$ cat src/sv/mbg_pkg.sv
`default_nettype none
package mbg_pkg;

  localparam int MBG_GRID_SIDE = 16;

  localparam int COORD_W   = 4;
  localparam int MASK_W    = 4;
  localparam int OP_W      = 2;
  localparam int DIR_BITS  = 2;
  localparam int ADDR_W    = 2 * COORD_W;
  localparam int MEM_DEPTH = 1 << ADDR_W;
  localparam int DEPTH_W   = ADDR_W + 1;

  localparam int CFG_IDX_W  = 1;
  localparam int CFG_DATA_W = COORD_W;

  localparam logic [CFG_IDX_W-1:0] CFG_START_X = 1'b0;
  localparam logic [CFG_IDX_W-1:0] CFG_START_Y = 1'b1;

  typedef enum logic [OP_W-1:0] {
    OP_START = 2'd0,
    OP_STEP  = 2'd1,
    OP_READ  = 2'd2
  } op_t;

  typedef enum logic [DIR_BITS-1:0] {
    DIR_N = 2'd0,
    DIR_S = 2'd1,
    DIR_E = 2'd2,
    DIR_W = 2'd3
  } dir_t;

  // Source of the cell store read address
  typedef enum logic [1:0] {
    RD_REQ = 2'd0,
    RD_NB  = 2'd1,
    RD_TOP = 2'd2
  } rd_sel_t;

  typedef struct packed {
    logic    capture;
    logic    start;
    logic    res_zero;
    logic    res_read;
    logic    res_top;
    logic    res_carve;
    logic    stk_read;
    logic    load_top;
    logic    dir_inc;
    logic    dir_choice;
    logic    pop;
    logic    push;
    logic    rd_en;
    rd_sel_t rd_sel;
    logic    wr_top;
    logic    wr_nb;
    logic    out_load;
  } mbg_cmd_t;

  typedef struct packed {
    logic depth_zero;
    logic nb_ok;
    logic mask_zero;
    logic dir_last;
  } mbg_sts_t;

  // Passage bit on the cell we leave from
  function automatic logic [MASK_W-1:0] here_bit(input dir_t d);
    here_bit = MASK_W'(1) << d;
  endfunction

  // Passage bit on the cell we enter
  function automatic logic [MASK_W-1:0] there_bit(input dir_t d);
    there_bit = MASK_W'(1) << (d ^ 2'd1);
  endfunction

endpackage
`default_nettype wire

$ cat src/sv/mbg_dp.sv
`default_nettype none
module mbg_dp
  import mbg_pkg::*;
#(
  parameter int GRID_SIDE = MBG_GRID_SIDE
) (
  input  wire logic                  clk,
  input  wire logic                  rst_n,
  input  wire mbg_cmd_t              cmd,
  output mbg_sts_t                   sts,
  input  wire logic                  cfg_we,
  input  wire logic [CFG_IDX_W-1:0]  cfg_index,
  input  wire logic [CFG_DATA_W-1:0] cfg_wdata,
  input  wire logic [DIR_BITS-1:0]   in_choice,
  input  wire logic [COORD_W-1:0]    in_read_x,
  input  wire logic [COORD_W-1:0]    in_read_y,
  output logic                       out_carved,
  output logic [COORD_W-1:0]         out_cell_x,
  output logic [COORD_W-1:0]         out_cell_y,
  output logic [MASK_W-1:0]          out_cell_mask,
  output logic                       out_finished
);

  localparam logic [COORD_W:0]   SIDE = (COORD_W + 1)'(GRID_SIDE);
  localparam logic [COORD_W-1:0] LAST = COORD_W'(GRID_SIDE - 1);

  logic [COORD_W-1:0] start_x_r, start_y_r;
  logic [DIR_BITS-1:0] choice_r;
  logic [COORD_W-1:0] rx_r, ry_r;
  logic [DEPTH_W-1:0] depth_r, depth_nxt;
  logic [COORD_W-1:0] top_x_r, top_y_r;
  dir_t               dir_r;

  logic [MASK_W-1:0]  cell_mem [MEM_DEPTH];
  logic [MEM_DEPTH-1:0] vld_r;
  logic [MASK_W-1:0]  cell_q_r;
  logic               vld_q_r;
  logic [ADDR_W-1:0]  stk_mem [MEM_DEPTH];
  logic [ADDR_W-1:0]  stk_q_r;

  logic               res_carved_r;
  logic [COORD_W-1:0] res_x_r, res_y_r;
  logic [MASK_W-1:0]  res_mask_r;

  logic [COORD_W-1:0] sx, sy;
  logic [COORD_W-1:0] nb_x, nb_y;
  logic               nb_ok;
  logic [MASK_W-1:0]  mask_rd;
  logic               read_in_grid;
  logic [ADDR_W-1:0]  rd_addr, wr_addr, stk_wr_addr, stk_wr_data, stk_rd_addr;
  logic [DEPTH_W-1:0] depth_m1;
  logic [MASK_W-1:0]  wr_data;
  logic               wr_en, stk_we;

  // Configuration
  always_ff @(posedge clk) begin
    if (!rst_n) begin
      start_x_r <= '0;
      start_y_r <= '0;
    end else if (cfg_we) begin
      unique case (cfg_index)
        CFG_START_X: start_x_r <= cfg_wdata;
        CFG_START_Y: start_y_r <= cfg_wdata;
        default: ;
      endcase
    end
  end

  assign sx = ({1'b0, start_x_r} >= SIDE) ? LAST : start_x_r;
  assign sy = ({1'b0, start_y_r} >= SIDE) ? LAST : start_y_r;

  always_ff @(posedge clk) begin
    if (cmd.capture) begin
      choice_r <= in_choice;
      rx_r     <= in_read_x;
      ry_r     <= in_read_y;
    end
  end

  // Neighbor of the top cell in the current direction
  always_comb begin
    nb_x  = top_x_r;
    nb_y  = top_y_r;
    nb_ok = 1'b0;
    unique case (dir_r)
      DIR_N: begin
        nb_ok = (top_y_r != '0);
        nb_y  = top_y_r - COORD_W'(1);
      end
      DIR_S: begin
        nb_ok = (({1'b0, top_y_r} + (COORD_W + 1)'(1)) < SIDE);
        nb_y  = top_y_r + COORD_W'(1);
      end
      DIR_E: begin
        nb_ok = (({1'b0, top_x_r} + (COORD_W + 1)'(1)) < SIDE);
        nb_x  = top_x_r + COORD_W'(1);
      end
      DIR_W: begin
        nb_ok = (top_x_r != '0);
        nb_x  = top_x_r - COORD_W'(1);
      end
      default: ;
    endcase
  end

  assign mask_rd      = vld_q_r ? cell_q_r : '0;
  assign read_in_grid = ({1'b0, rx_r} < SIDE) && ({1'b0, ry_r} < SIDE);

  // Cell store: one read and one write port, registered read data
  always_comb begin
    unique case (cmd.rd_sel)
      RD_REQ:  rd_addr = {ry_r, rx_r};
      RD_NB:   rd_addr = {nb_y, nb_x};
      RD_TOP:  rd_addr = {top_y_r, top_x_r};
      default: rd_addr = {top_y_r, top_x_r};
    endcase
  end

  assign wr_en   = cmd.wr_top | cmd.wr_nb;
  assign wr_addr = cmd.wr_nb ? {nb_y, nb_x} : {top_y_r, top_x_r};
  assign wr_data = cmd.wr_nb ? there_bit(dir_r) : (mask_rd | here_bit(dir_r));

  always_ff @(posedge clk) begin
    if (wr_en) cell_mem[wr_addr] <= wr_data;
    if (cmd.rd_en) cell_q_r <= cell_mem[rd_addr];
  end

  // Entries not written since the last start read as zero
  always_ff @(posedge clk) begin
    if (!rst_n) begin
      vld_r   <= '0;
      vld_q_r <= 1'b0;
    end else begin
      if (cmd.start) vld_r <= '0;
      else if (wr_en) vld_r[wr_addr] <= 1'b1;
      if (cmd.rd_en) vld_q_r <= vld_r[rd_addr];
    end
  end

  // Path stack
  assign depth_m1    = depth_r - DEPTH_W'(1);
  assign stk_rd_addr = depth_m1[ADDR_W-1:0];
  assign stk_we      = cmd.start | (cmd.push & ~depth_r[DEPTH_W-1]);
  assign stk_wr_addr = cmd.start ? '0 : depth_r[ADDR_W-1:0];
  assign stk_wr_data = cmd.start ? {sy, sx} : {nb_y, nb_x};

  always_ff @(posedge clk) begin
    if (stk_we) stk_mem[stk_wr_addr] <= stk_wr_data;
    if (cmd.stk_read) stk_q_r <= stk_mem[stk_rd_addr];
  end

  always_comb begin
    depth_nxt = depth_r;
    if (cmd.start) depth_nxt = DEPTH_W'(1);
    else if (cmd.pop) depth_nxt = depth_m1;
    else if (cmd.push && !depth_r[DEPTH_W-1]) depth_nxt = depth_r + DEPTH_W'(1);
  end

  always_ff @(posedge clk) begin
    if (!rst_n) depth_r <= '0;
    else depth_r <= depth_nxt;
  end

  always_ff @(posedge clk) begin
    if (cmd.load_top) begin
      top_x_r <= stk_q_r[COORD_W-1:0];
      top_y_r <= stk_q_r[ADDR_W-1:COORD_W];
    end
    if (cmd.load_top) dir_r <= DIR_N;
    else if (cmd.dir_choice) dir_r <= dir_t'(choice_r);
    else if (cmd.dir_inc) dir_r <= dir_t'(dir_r + DIR_BITS'(1));
  end

  // Result holding registers
  always_ff @(posedge clk) begin
    if (cmd.start) begin
      res_carved_r <= 1'b0;
      res_x_r      <= sx;
      res_y_r      <= sy;
      res_mask_r   <= '0;
    end else if (cmd.res_zero) begin
      res_carved_r <= 1'b0;
      res_x_r      <= '0;
      res_y_r      <= '0;
      res_mask_r   <= '0;
    end else if (cmd.res_read) begin
      res_carved_r <= 1'b0;
      res_x_r      <= rx_r;
      res_y_r      <= ry_r;
      res_mask_r   <= read_in_grid ? mask_rd : '0;
    end else if (cmd.res_top) begin
      res_carved_r <= 1'b0;
      res_x_r      <= top_x_r;
      res_y_r      <= top_y_r;
      res_mask_r   <= mask_rd;
    end else if (cmd.res_carve) begin
      res_carved_r <= 1'b1;
      res_x_r      <= nb_x;
      res_y_r      <= nb_y;
      res_mask_r   <= there_bit(dir_r);
    end
  end

  always_ff @(posedge clk) begin
    if (cmd.out_load) begin
      out_carved    <= res_carved_r;
      out_cell_x    <= res_x_r;
      out_cell_y    <= res_y_r;
      out_cell_mask <= res_mask_r;
      out_finished  <= (depth_r == '0);
    end
  end

  assign sts.depth_zero = (depth_r == '0);
  assign sts.nb_ok      = nb_ok;
  assign sts.mask_zero  = (mask_rd == '0);
  assign sts.dir_last   = (dir_r == DIR_W);

`ifndef SYNTHESIS
  a_depth_bound: assert property (@(posedge clk) disable iff (!rst_n)
    depth_r <= DEPTH_W'(MEM_DEPTH))
    else $error("stack depth beyond store size");

  a_pop_nonempty: assert property (@(posedge clk) disable iff (!rst_n)
    cmd.pop |-> (depth_r != '0) ##1 (depth_r == $past(depth_r) - DEPTH_W'(1)))
    else $error("pop from empty stack or depth not decremented");

  a_carve_in_grid: assert property (@(posedge clk) disable iff (!rst_n)
    (cmd.wr_nb || cmd.push) |-> nb_ok)
    else $error("carve toward a cell outside the grid");
`endif

endmodule
`default_nettype wire

$ cat src/sv/mbg_ctrl.sv
`default_nettype none
module mbg_ctrl
  import mbg_pkg::*;
(
  input  wire logic            clk,
  input  wire logic            rst_n,
  input  wire logic            in_valid,
  output logic                 in_stall,
  input  wire logic [OP_W-1:0] in_operation,
  output logic                 out_valid,
  input  wire logic            out_stall,
  input  wire mbg_sts_t        sts,
  output mbg_cmd_t             cmd
);

  typedef enum logic [15:0] {
    ST_IDLE     = 16'h0001,
    ST_START    = 16'h0002,
    ST_NONE     = 16'h0004,
    ST_READ_REQ = 16'h0008,
    ST_READ_DAT = 16'h0010,
    ST_POP_CHK  = 16'h0020,
    ST_TOP      = 16'h0040,
    ST_SCAN     = 16'h0080,
    ST_SCAN_DAT = 16'h0100,
    ST_POP      = 16'h0200,
    ST_CH_REQ   = 16'h0400,
    ST_CH_DAT   = 16'h0800,
    ST_CARVE    = 16'h1000,
    ST_CARVE_NB = 16'h2000,
    ST_TOP_DAT  = 16'h4000,
    ST_OUT      = 16'h8000
  } state_t;

  state_t state_r, state_nxt;
  logic   out_valid_r, out_valid_nxt;
  logic   accept;

  assign in_stall  = (state_r != ST_IDLE);
  assign accept    = in_valid && (state_r == ST_IDLE);
  assign out_valid = out_valid_r;

  always_comb begin
    state_nxt  = state_r;
    cmd        = '0;
    cmd.rd_sel = RD_TOP;
    unique case (state_r)
      ST_IDLE: begin
        if (accept) begin
          cmd.capture = 1'b1;
          unique case (op_t'(in_operation))
            OP_START: state_nxt = ST_START;
            OP_STEP:  state_nxt = ST_POP_CHK;
            OP_READ:  state_nxt = ST_READ_REQ;
            default:  state_nxt = ST_NONE;
          endcase
        end
      end
      ST_START: begin
        cmd.start = 1'b1;
        state_nxt = ST_OUT;
      end
      ST_NONE: begin
        cmd.res_zero = 1'b1;
        state_nxt    = ST_OUT;
      end
      ST_READ_REQ: begin
        cmd.rd_en  = 1'b1;
        cmd.rd_sel = RD_REQ;
        state_nxt  = ST_READ_DAT;
      end
      ST_READ_DAT: begin
        cmd.res_read = 1'b1;
        state_nxt    = ST_OUT;
      end
      ST_POP_CHK: begin
        if (sts.depth_zero) begin
          cmd.res_zero = 1'b1;
          state_nxt    = ST_OUT;
        end else begin
          cmd.stk_read = 1'b1;
          state_nxt    = ST_TOP;
        end
      end
      ST_TOP: begin
        cmd.load_top = 1'b1;
        state_nxt    = ST_SCAN;
      end
      ST_SCAN: begin
        if (sts.nb_ok) begin
          cmd.rd_en  = 1'b1;
          cmd.rd_sel = RD_NB;
          state_nxt  = ST_SCAN_DAT;
        end else if (sts.dir_last) begin
          state_nxt = ST_POP;
        end else begin
          cmd.dir_inc = 1'b1;
        end
      end
      ST_SCAN_DAT: begin
        if (sts.mask_zero) begin
          cmd.dir_choice = 1'b1;
          state_nxt      = ST_CH_REQ;
        end else if (sts.dir_last) begin
          state_nxt = ST_POP;
        end else begin
          cmd.dir_inc = 1'b1;
          state_nxt   = ST_SCAN;
        end
      end
      ST_POP: begin
        cmd.pop   = 1'b1;
        state_nxt = ST_POP_CHK;
      end
      ST_CH_REQ: begin
        cmd.rd_en = 1'b1;
        if (sts.nb_ok) begin
          cmd.rd_sel = RD_NB;
          state_nxt  = ST_CH_DAT;
        end else begin
          state_nxt = ST_TOP_DAT;
        end
      end
      ST_CH_DAT: begin
        cmd.rd_en = 1'b1;
        state_nxt = sts.mask_zero ? ST_CARVE : ST_TOP_DAT;
      end
      ST_CARVE: begin
        cmd.wr_top = 1'b1;
        cmd.push   = 1'b1;
        state_nxt  = ST_CARVE_NB;
      end
      ST_CARVE_NB: begin
        cmd.wr_nb     = 1'b1;
        cmd.res_carve = 1'b1;
        state_nxt     = ST_OUT;
      end
      ST_TOP_DAT: begin
        cmd.res_top = 1'b1;
        state_nxt   = ST_OUT;
      end
      ST_OUT: begin
        if (!out_valid_r || !out_stall) begin
          cmd.out_load = 1'b1;
          state_nxt    = ST_IDLE;
        end
      end
      default: state_nxt = ST_IDLE;
    endcase
  end

  always_comb begin
    out_valid_nxt = out_valid_r;
    if (cmd.out_load) out_valid_nxt = 1'b1;
    else if (!out_stall) out_valid_nxt = 1'b0;
  end

  always_ff @(posedge clk) begin
    if (!rst_n) begin
      state_r     <= ST_IDLE;
      out_valid_r <= 1'b0;
    end else begin
      state_r     <= state_nxt;
      out_valid_r <= out_valid_nxt;
    end
  end

`ifndef SYNTHESIS
  a_no_overwrite: assert property (@(posedge clk) disable iff (!rst_n)
    cmd.out_load |-> !(out_valid_r && out_stall))
    else $error("result register overwritten while stalled");

  a_busy_after_accept: assert property (@(posedge clk) disable iff (!rst_n)
    accept |=> (state_r != ST_IDLE))
    else $error("accepted item left no work in progress");

  a_result_shown: assert property (@(posedge clk) disable iff (!rst_n)
    cmd.out_load |=> out_valid_r)
    else $error("loaded result not presented");
`endif

endmodule
`default_nettype wire

$ cat src/sv/maze_backtracker_generator_top.sv
`default_nettype none
// Depth-first maze carver over a GRID_SIDE x GRID_SIDE grid of 4-bit passage
// masks (N=1, S=2, E=4, W=8), one result transfer per input transfer. On a
// start the cell store is cleared at once through per-entry valid flops, so
// there is no clearing pass. A step fetches each examined stack top, then
// reads each in-grid neighbor it probes and skips each off-grid direction,
// pops each dead end, and last tries the chosen direction and carves. The
// cell store has a single read port: every neighbor probe is one memory
// read. The block takes a new item once the previous result sits in the
// output register; the result waits there until the consumer drops stall.
module maze_backtracker_generator_top
  import mbg_pkg::*;
#(
  parameter int GRID_SIDE = MBG_GRID_SIDE
) (
  input  wire logic                  clk,
  input  wire logic                  rst_n,
  // configuration writes
  input  wire logic                  cfg_we,
  input  wire logic [CFG_IDX_W-1:0]  cfg_index,
  input  wire logic [CFG_DATA_W-1:0] cfg_wdata,
  // input channel
  input  wire logic                  in_valid,
  output logic                       in_stall,
  input  wire logic [OP_W-1:0]       in_operation,
  input  wire logic [DIR_BITS-1:0]   in_choice,
  input  wire logic [COORD_W-1:0]    in_read_x,
  input  wire logic [COORD_W-1:0]    in_read_y,
  // result channel
  output logic                       out_valid,
  input  wire logic                  out_stall,
  output logic                       out_carved,
  output logic [COORD_W-1:0]         out_cell_x,
  output logic [COORD_W-1:0]         out_cell_y,
  output logic [MASK_W-1:0]          out_cell_mask,
  output logic                       out_finished
);

  mbg_cmd_t cmd;
  mbg_sts_t sts;

  // Sequencer: walks the stack, probes neighbors, orders the carve writes
  mbg_ctrl u_ctrl (
    .clk          (clk),
    .rst_n        (rst_n),
    .in_valid     (in_valid),
    .in_stall     (in_stall),
    .in_operation (in_operation),
    .out_valid    (out_valid),
    .out_stall    (out_stall),
    .sts          (sts),
    .cmd          (cmd)
  );

  // Cell store, path stack, coordinates and the output register
  mbg_dp #(
    .GRID_SIDE (GRID_SIDE)
  ) u_dp (
    .clk           (clk),
    .rst_n         (rst_n),
    .cmd           (cmd),
    .sts           (sts),
    .cfg_we        (cfg_we),
    .cfg_index     (cfg_index),
    .cfg_wdata     (cfg_wdata),
    .in_choice     (in_choice),
    .in_read_x     (in_read_x),
    .in_read_y     (in_read_y),
    .out_carved    (out_carved),
    .out_cell_x    (out_cell_x),
    .out_cell_y    (out_cell_y),
    .out_cell_mask (out_cell_mask),
    .out_finished  (out_finished)
  );

endmodule
`default_nettype wire

$ cat config.mk
export PLATFORM = sky130hd
export DESIGN_NAME = maze_backtracker_generator_top
export DESIGN_NICKNAME = d
export VERILOG_FILES = /design/src/sv/mbg_pkg.sv /design/src/sv/mbg_dp.sv /design/src/sv/mbg_ctrl.sv /design/src/sv/maze_backtracker_generator_top.sv
export SDC_FILE = /design/constraint.sdc
export NUM_CORES = 2
export LEC_CHECK = 0
export ABC_AREA = 1
export CORE_MARGIN = 5
export CORE_UTILIZATION = 50
export CTS_BUF_LIST = sky130_fd_sc_hd__clkbuf_8 sky130_fd_sc_hd__clkbuf_16
export DETAILED_ROUTE_END_ITERATION = 7
export DONT_BUFFER_PORTS = 1
export PLACE_DENSITY_LB_ADDON = 0.12
export SLEW_MARGIN = 5
export SYNTH_ARGS = -nofsm -noshare
export SYNTH_HDL_FRONTEND = slang
export SYNTH_SLANG_ARGS = --single-unit
export TNS_END_PERCENT = 50
$ cat constraint.sdc
create_clock -name clk -period 42.5 [get_ports clk]
set_input_delay 4.25 -clock clk [delete_from_list [all_inputs] [get_ports clk]]
set_output_delay 4.25 -clock clk [all_outputs]
set_load 0.005 [all_outputs]
; Word level (Yosys, flattened, before mapping)
; Memories as Yosys holds them, arrays and structs flattened. A register that Yosys moved wholly into a read port is not among the register bits.
; Cells that the tools add are included.
[totals]
memories = 2
ramBits = 3072
output_inout_bits = 16
wordCells = 177
inputBits = 22
ff_bits = 338
[memory_table]
columns = name, depth, width, rd, rd_clocked_by_memory_dff, write_ports, line
row1 = u_dp.stk_mem, 256, 8, 1, 1, 1, mbg_dp.sv:38  ; logic [ADDR_W-1:0] stk_mem [MEM_DEPTH];
row2 = u_dp.cell_mem, 256, 4, 1, 1, 1, mbg_dp.sv:34  ; logic [MASK_W-1:0] cell_mem [MEM_DEPTH];
[classes]
n_eq_ne = 27
shift = 2
n_reduce_logical = 27
bitwise_logic = 9
mux = 73
order_cmp = 5
add_sub_neg = 9
[op_table]
columns = cell, n
row1 = 256-bit bitwise OR, 1
row2 = 16-bit case mux with 12 select lines, 1
row3 = 16-bit 2-to-1 mux, 5
row4 = 4-bit 2-to-1 mux, 15
row5 = 15-bit 2-to-1 mux, 2
row6 = 1-bit 2-to-1 mux, 28
row7 = 8-bit 2-to-1 mux, 3
row8 = 8-bit by 9-bit < comparator with 1-bit output (second input constant), 2
row9 = 9-bit 2-to-1 mux, 2
row10 = 6-bit case mux with 3 select lines, 1
row11 = 16-bit by 1-bit equality test with 1-bit output (second input constant), 1
row12 = 16-bit by 10-bit equality test with 1-bit output (second input constant), 1
row13 = 16-bit by 11-bit equality test with 1-bit output (second input constant), 1
row14 = 16-bit by 12-bit equality test with 1-bit output (second input constant), 1
row15 = 16-bit by 13-bit equality test with 1-bit output (second input constant), 1
row16 = 16-bit by 14-bit equality test with 1-bit output (second input constant), 1
row17 = 16-bit by 15-bit equality test with 1-bit output (second input constant), 1
row18 = 16-bit equality test (second input constant), 1
row19 = 16-bit by 2-bit equality test with 1-bit output (second input constant), 1
row20 = 16-bit by 3-bit equality test with 1-bit output (second input constant), 1
row21 = 16-bit by 4-bit equality test with 1-bit output (second input constant), 1
row22 = 16-bit by 5-bit equality test with 1-bit output (second input constant), 1
row23 = 16-bit by 6-bit equality test with 1-bit output (second input constant), 1
row24 = 16-bit by 7-bit equality test with 1-bit output (second input constant), 1
row25 = other kinds (47), 78

; Logic depth before layout (Yosys ltp)
[depth]
word_depth = 9
depth_mapped = 26
ltp_nobuf = 23

; Modules after synthesis
; A second synthesis with hierarchy kept.
[unflattened]
cells_unflattened = 11743
hier_area_um2 = 138327.7
[by_module_without_submodules]
columns = mod, instances, area_per_inst_um2, seq_area_each_um2, cells_per_inst
row1 = mbg_dp, 1, 137147.8, 99435.4, 11544
row2 = mbg_ctrl, 1, 1179.9, 340.3, 199

; Worst setup path before layout
; No wires, ideal clock.
[synth_path]
kind = register to register
from = reg u_dp.dir_r[1]
to = mem u_dp.stk_mem[0][7] in the netlist's numbering (data pin)
t_arrival_ns = 11.542
path_buffers = 0
path_stages_with_launch = 11
slack_ns = 28.771
cell_sequence = dfxtp_1 > inv_1 > ha_1 > inv_1 > ha_1 > a21o_1 > a21oi_1 > o21ai_0 > o21ai_0 > xor2_1 > o21ai_0
[synth_via]
elab_chain_len = 3
word_cells_on_any_way = 4
cone_classes = eq/ne: 1 / mux: 2 / reduce/logical: 1
[synth_rtl]
columns = element, line
row1 = from (decl), mbg_dp.sv:32  ; dir_t dir_r;
row2 = from (signal assigned), mbg_dp.sv:170  ; else if (cmd.dir_choice) dir_r <= dir_t'(choice_r);
row3 = from (signal assigned), mbg_dp.sv:171  ; else if (cmd.dir_inc) dir_r <= dir_t'(dir_r + DIR_BITS'(1));
row4 = 2-bit by 1-bit equality test with 1-bit output / 2-bit logical NOT (equally long branches), mbg_dp.sv:85  ; unique case (dir_r)
row5 = 4-bit case mux with 2 select lines *, mbg_dp.sv:85
row6 = 8-bit 2-to-1 mux *, mbg_dp.sv:145  ; assign stk_wr_data = cmd.start ? {sy, sx} : {nb_y, nb_x};
row7 = named net u_dp.stk_wr_data[7], mbg_dp.sv:50  ; logic [ADDR_W-1:0] rd_addr, wr_addr, stk_wr_addr, stk_wr_data, stk_rd_addr;
row8 = to (decl), mbg_dp.sv:38
; Mark *: on every way through the listed nets, which the timed path passes. The rest lies on a longest branch.

; Worst setup path after layout
[layout_path]
from = reg u_ctrl.state_r[14]
to = out in_stall
[layout_via]
elab_chain_len = 1
[layout_rtl]
columns = element, line
row1 = from (decl), mbg_ctrl.sv:35  ; state_t state_r, state_nxt;
row2 = from (signal assigned), mbg_ctrl.sv:163  ; state_r <= state_nxt;
row3 = 16-bit by 1-bit inequality test with 1-bit output, mbg_ctrl.sv:39  ; assign in_stall = (state_r != ST_IDLE);
row4 = to (decl), maze_backtracker_generator_top.sv:24  ; output logic in_stall,
; Every way passes these cells.

==> impl_metrics.toml <==
[status]
status = "complete, no violations"

[timing]
max_freq_mhz = 150
finalSetupTns_ns = 0
min_period_ns = 6.67
setup_viol = 0
finalCritPeriodShare_pct = 15.7
grt_setup_unrepaired = "false"
skew_ns = 0.0323
slew_headroom_pct = 12.2
hold-worst-slack_ns = 0.418
finalHoldViolCount = 0
worstMarginPinSlew_ns = 1.32
slew_violations = 0

[clock_network]
cts_made_buffers = 354
cts.repair.resized = 0
post_cts_buffers = 0
cts.sinks = 3422
cts_max_level = 5
clock_latency_ns = 0.93
cts_tree = "done"
clock_path_buffers = 4
path_clk_slew_ns = 0.06
hold_buffers = 0
clock-root-buffer = "clkbuf_16"

[logic_synthesis]
synthCells = 11900
synthSimpleGateAreaFrac_pct = 12.3
synth_xor_xnor_area_share_pct = 0.0950
synth_nets = 11900
syn_area_per_cell_sq_um = 11.7
synth_area_sq_mm = 0.138
synthAdderAreaFrac_pct = 0.128
synth_edf_count = 3124
ys_seq_area_share_pct = 72.2
ys_ff_latch = 3422
async_reset_ff_share_pct = 0
synth-compound-area-share_pct = 11.8
ys_dominant_reg_cell = "edfxtp_1"
synthMuxAreaShare_pct = 0
synth_warnings = 0
synth_cell_type_count = 52
synth_top_family_by_area = "simple AND/OR/NAND/NOR gates"

[worst_setup_path]
cp_max_fo = 5
cp.arrival_ns = 2.42
r2r_cells = 20
r2r_setup_slack_ns = 35.84
r2r_start = "u_dp.dir_r[0]$_SDFFE_PN0P_"
cp.required_ns = 38.25
r2r_end = "u_dp.cell_q_r[0]$_DFFE_PP_"
endpoint_kind = "output port"
crit_type = "reg2out"
cp-start-kind = "flop"

[global_routing]
antenna_found_initial = 11
gr-usage-met2_pct = 43.4
gr-total-overflow = 0
top_usage_layer = "met2"
grt_pass1_wl_microns = 584000
grt_max_degree = 298
use_met3_pct = 3.54
grt_pass1_vias = 88500
use_met1_pct = 36.5
track_usage_pct = 26.7

[detailed_routing]
drt-initial-drc-count = 10500
ant_nets = 0
dr_total_vias = 92900
firstDrtPassIters = 6
wirelength_microns = 394000
drc_errors = 0
wl_per_cell_microns = 25.4
via_per_inst = 5.99

[die]
rows = 193
dieArea_sq_mm = 0.287
pin_count = 38
core-area_sq_mm = 0.276
die_y_microns = 536
die_x_microns = 536
start_util_pct = 50.1

[pwr]
finalPower_mw = 6.91
p_per_area_mw_per_mm2 = 45.5
static-leakage-power_nw = 51.1
peakVddDrop_mv = 0.0350

[min_path]
hp-start = "u_dp.res_x_r[2]$_DFFE_PP_"
hold_end = "u_dp.out_cell_x[2]$_DFFE_PP_"
hp-class = "reg2reg"
hold_depth = 0

[place]
place.gp.congestion = 0.851
place_hpwl_microns = 218000
io_buffers = 0

[finish]
drive_above_1_share_pct = 6.31
syn2layout_area_growth_pct = 9.94
final_core_util_pct = 55.1
nets = 11500

[run]
max_cap_violations = 0
==> layout by cell type, fill, tap and decap left out, drive strengths merged, types with 2 or more instances in the layout <==
| cell | count |
|---|---|
| fa | 2 |
| a31oi | 5 |
| xor2 | 13 |
| clkinvlp | 14 |
| nor4 | 7 |
| nand2 | 721 |
| o22ai | 852 |
| bufinv | 23 |
| o21bai | 24 |
| a21oi | 51 |
| o221ai | 5 |
| a221oi | 6 |
| clkinv | 163 |
| nor3 | 19 |
| nand3 | 424 |
| clkbuf | 365 |
| o211ai | 95 |
| or2 | 3 |
| edfxtp | 3124 |
| dfxtp | 298 |
| inv | 385 |
| nand4 | 10 |
| o21ai | 1926 |
| nor2 | 3050 |
| ha | 11 |
| nand3b | 56 |
| buf | 139 |
| a22oi | 2 |
| o32ai | 2 |
| xnor2 | 2 |
| diode | 9 |
==> area by class of cell <==
class | instances | area (sq um)
fill | 23000 | 124000
sequential | 3422 | 99800
multi-input combinational | 7293 | 34000
clock buffer | 365 | 9070
tap | 3705 | 4640
clock inverter | 284 | 2060
timing repair buffer | 139 | 1240
inverter | 301 | 1180
antenna | 9 | 22.5
==> critical path: stages, from the launching register on <==
cell and delay (ns):
dfxtp_1 0.32, nor2_1 0.17, nand2_2 0.14, inv_2 0.10, nand2_2 0.09, nor2_4 0.12
inv_2 0.09, nor4_1 0.28, inv_1 0.21
==> metrics by stage <==
| stage | setup slack, ns | instances | cell area [sq um] |
|---|---|---|---|
| CTS | 35.72 | 15500 | 152000 |
| floorplan | 28.77 | 11900 | 138000 |
| global route | 35.55 | 15500 | 152000 |
| global placement | 36.18 | 14900 | 141000 |
| detailed placement | 36.17 | 14900 | 141000 |
| finish | 35.83 | 15500 | 152000 |
==> synth_stat cells (6+ instances only) <==
library cell	number	share of area, %
nor2_2	17	0.077
nand2_1	712	1.9
nor3_1	18	0.065
inv_1	276	0.75
clkbuf_2	11	0.040
a221oi_1	6	0.038
o21bai_1	24	0.13
ha_1	11	0.10
o211ai_1	95	0.52
buf_6	23	0.19
buf_4	23	0.12
nand4_1	9	0.041
o21ai_0	1770	6.4
nor4_1	7	0.032
buf_2	178	0.64
inv_2	21	0.057
a21oi_1	51	0.18
buf_1	35	0.095
o21ai_1	154	0.56
nor2_1	3027	8.2
dfxtp_1	298	4.3
nand2_2	6	0.027
nand3_1	423	1.5
xor2_1	13	0.082
edfxtp_1	3124	68
nand3b_1	56	0.30
clkbuf_1	569	1.5
o22ai_1	852	3.9
==> power by group <==
part / internal [mW] / switching (mW)
logic: 0.0661 / 0.212
registers: 3.64 / 0.00316
clock network: 1.69 / 1.30
total: 5.40 / 1.52
==> routing by layer <==
layer  vias to the layer above  part of all wire (%)
met5                         -                 0.017
met4                        10                   4.6
met3                       816                   7.3
met2                      3967                    47
met1                     46200                    41
li1                      42000                     -
==> sequential cells by signal, summed over array words and instances (netlist names), 8 cells and up <==
register / count
u_dp.stk_q_r: 8
u_dp.cell_mem: 1024
u_dp.depth_r: 9
u_dp.stk_mem: 2048
u_dp.vld_r: 256
u_ctrl.state_r: 16
==> logic make-up after synthesis <==
group	count (synthesis)
AND/OR/NAND/NOR	4291
flip-flops	3422
AO/OA/AOI/OAI	2974
buffers and inverters	1140
XOR/XNOR	15
adder cells (fa/ha/maj)	13
==> worst max path at each step <==
stage	startpoint	end	depth (start not counted)
finish	u_ctrl.state_r[14]$_SDFFE_PN0P_	in_stall	8
detailed placement	rst_n	u_dp.vld_r[149]$_SDFFE_PP0N_	5
floorplan	u_dp.dir_r[1]$_SDFFE_PN0P_	u_dp.stk_mem[0][7]$_DFFE_PP_	10
CTS	u_ctrl.state_r[15]$_SDFFE_PN0P_	in_stall	8
global route	u_ctrl.state_r[15]$_SDFFE_PN0P_	in_stall	8
global placement	rst_n	u_dp.vld_r[150]$_SDFFE_PP0N_	5
No activity file was read; power rests on OpenSTA's default activity.
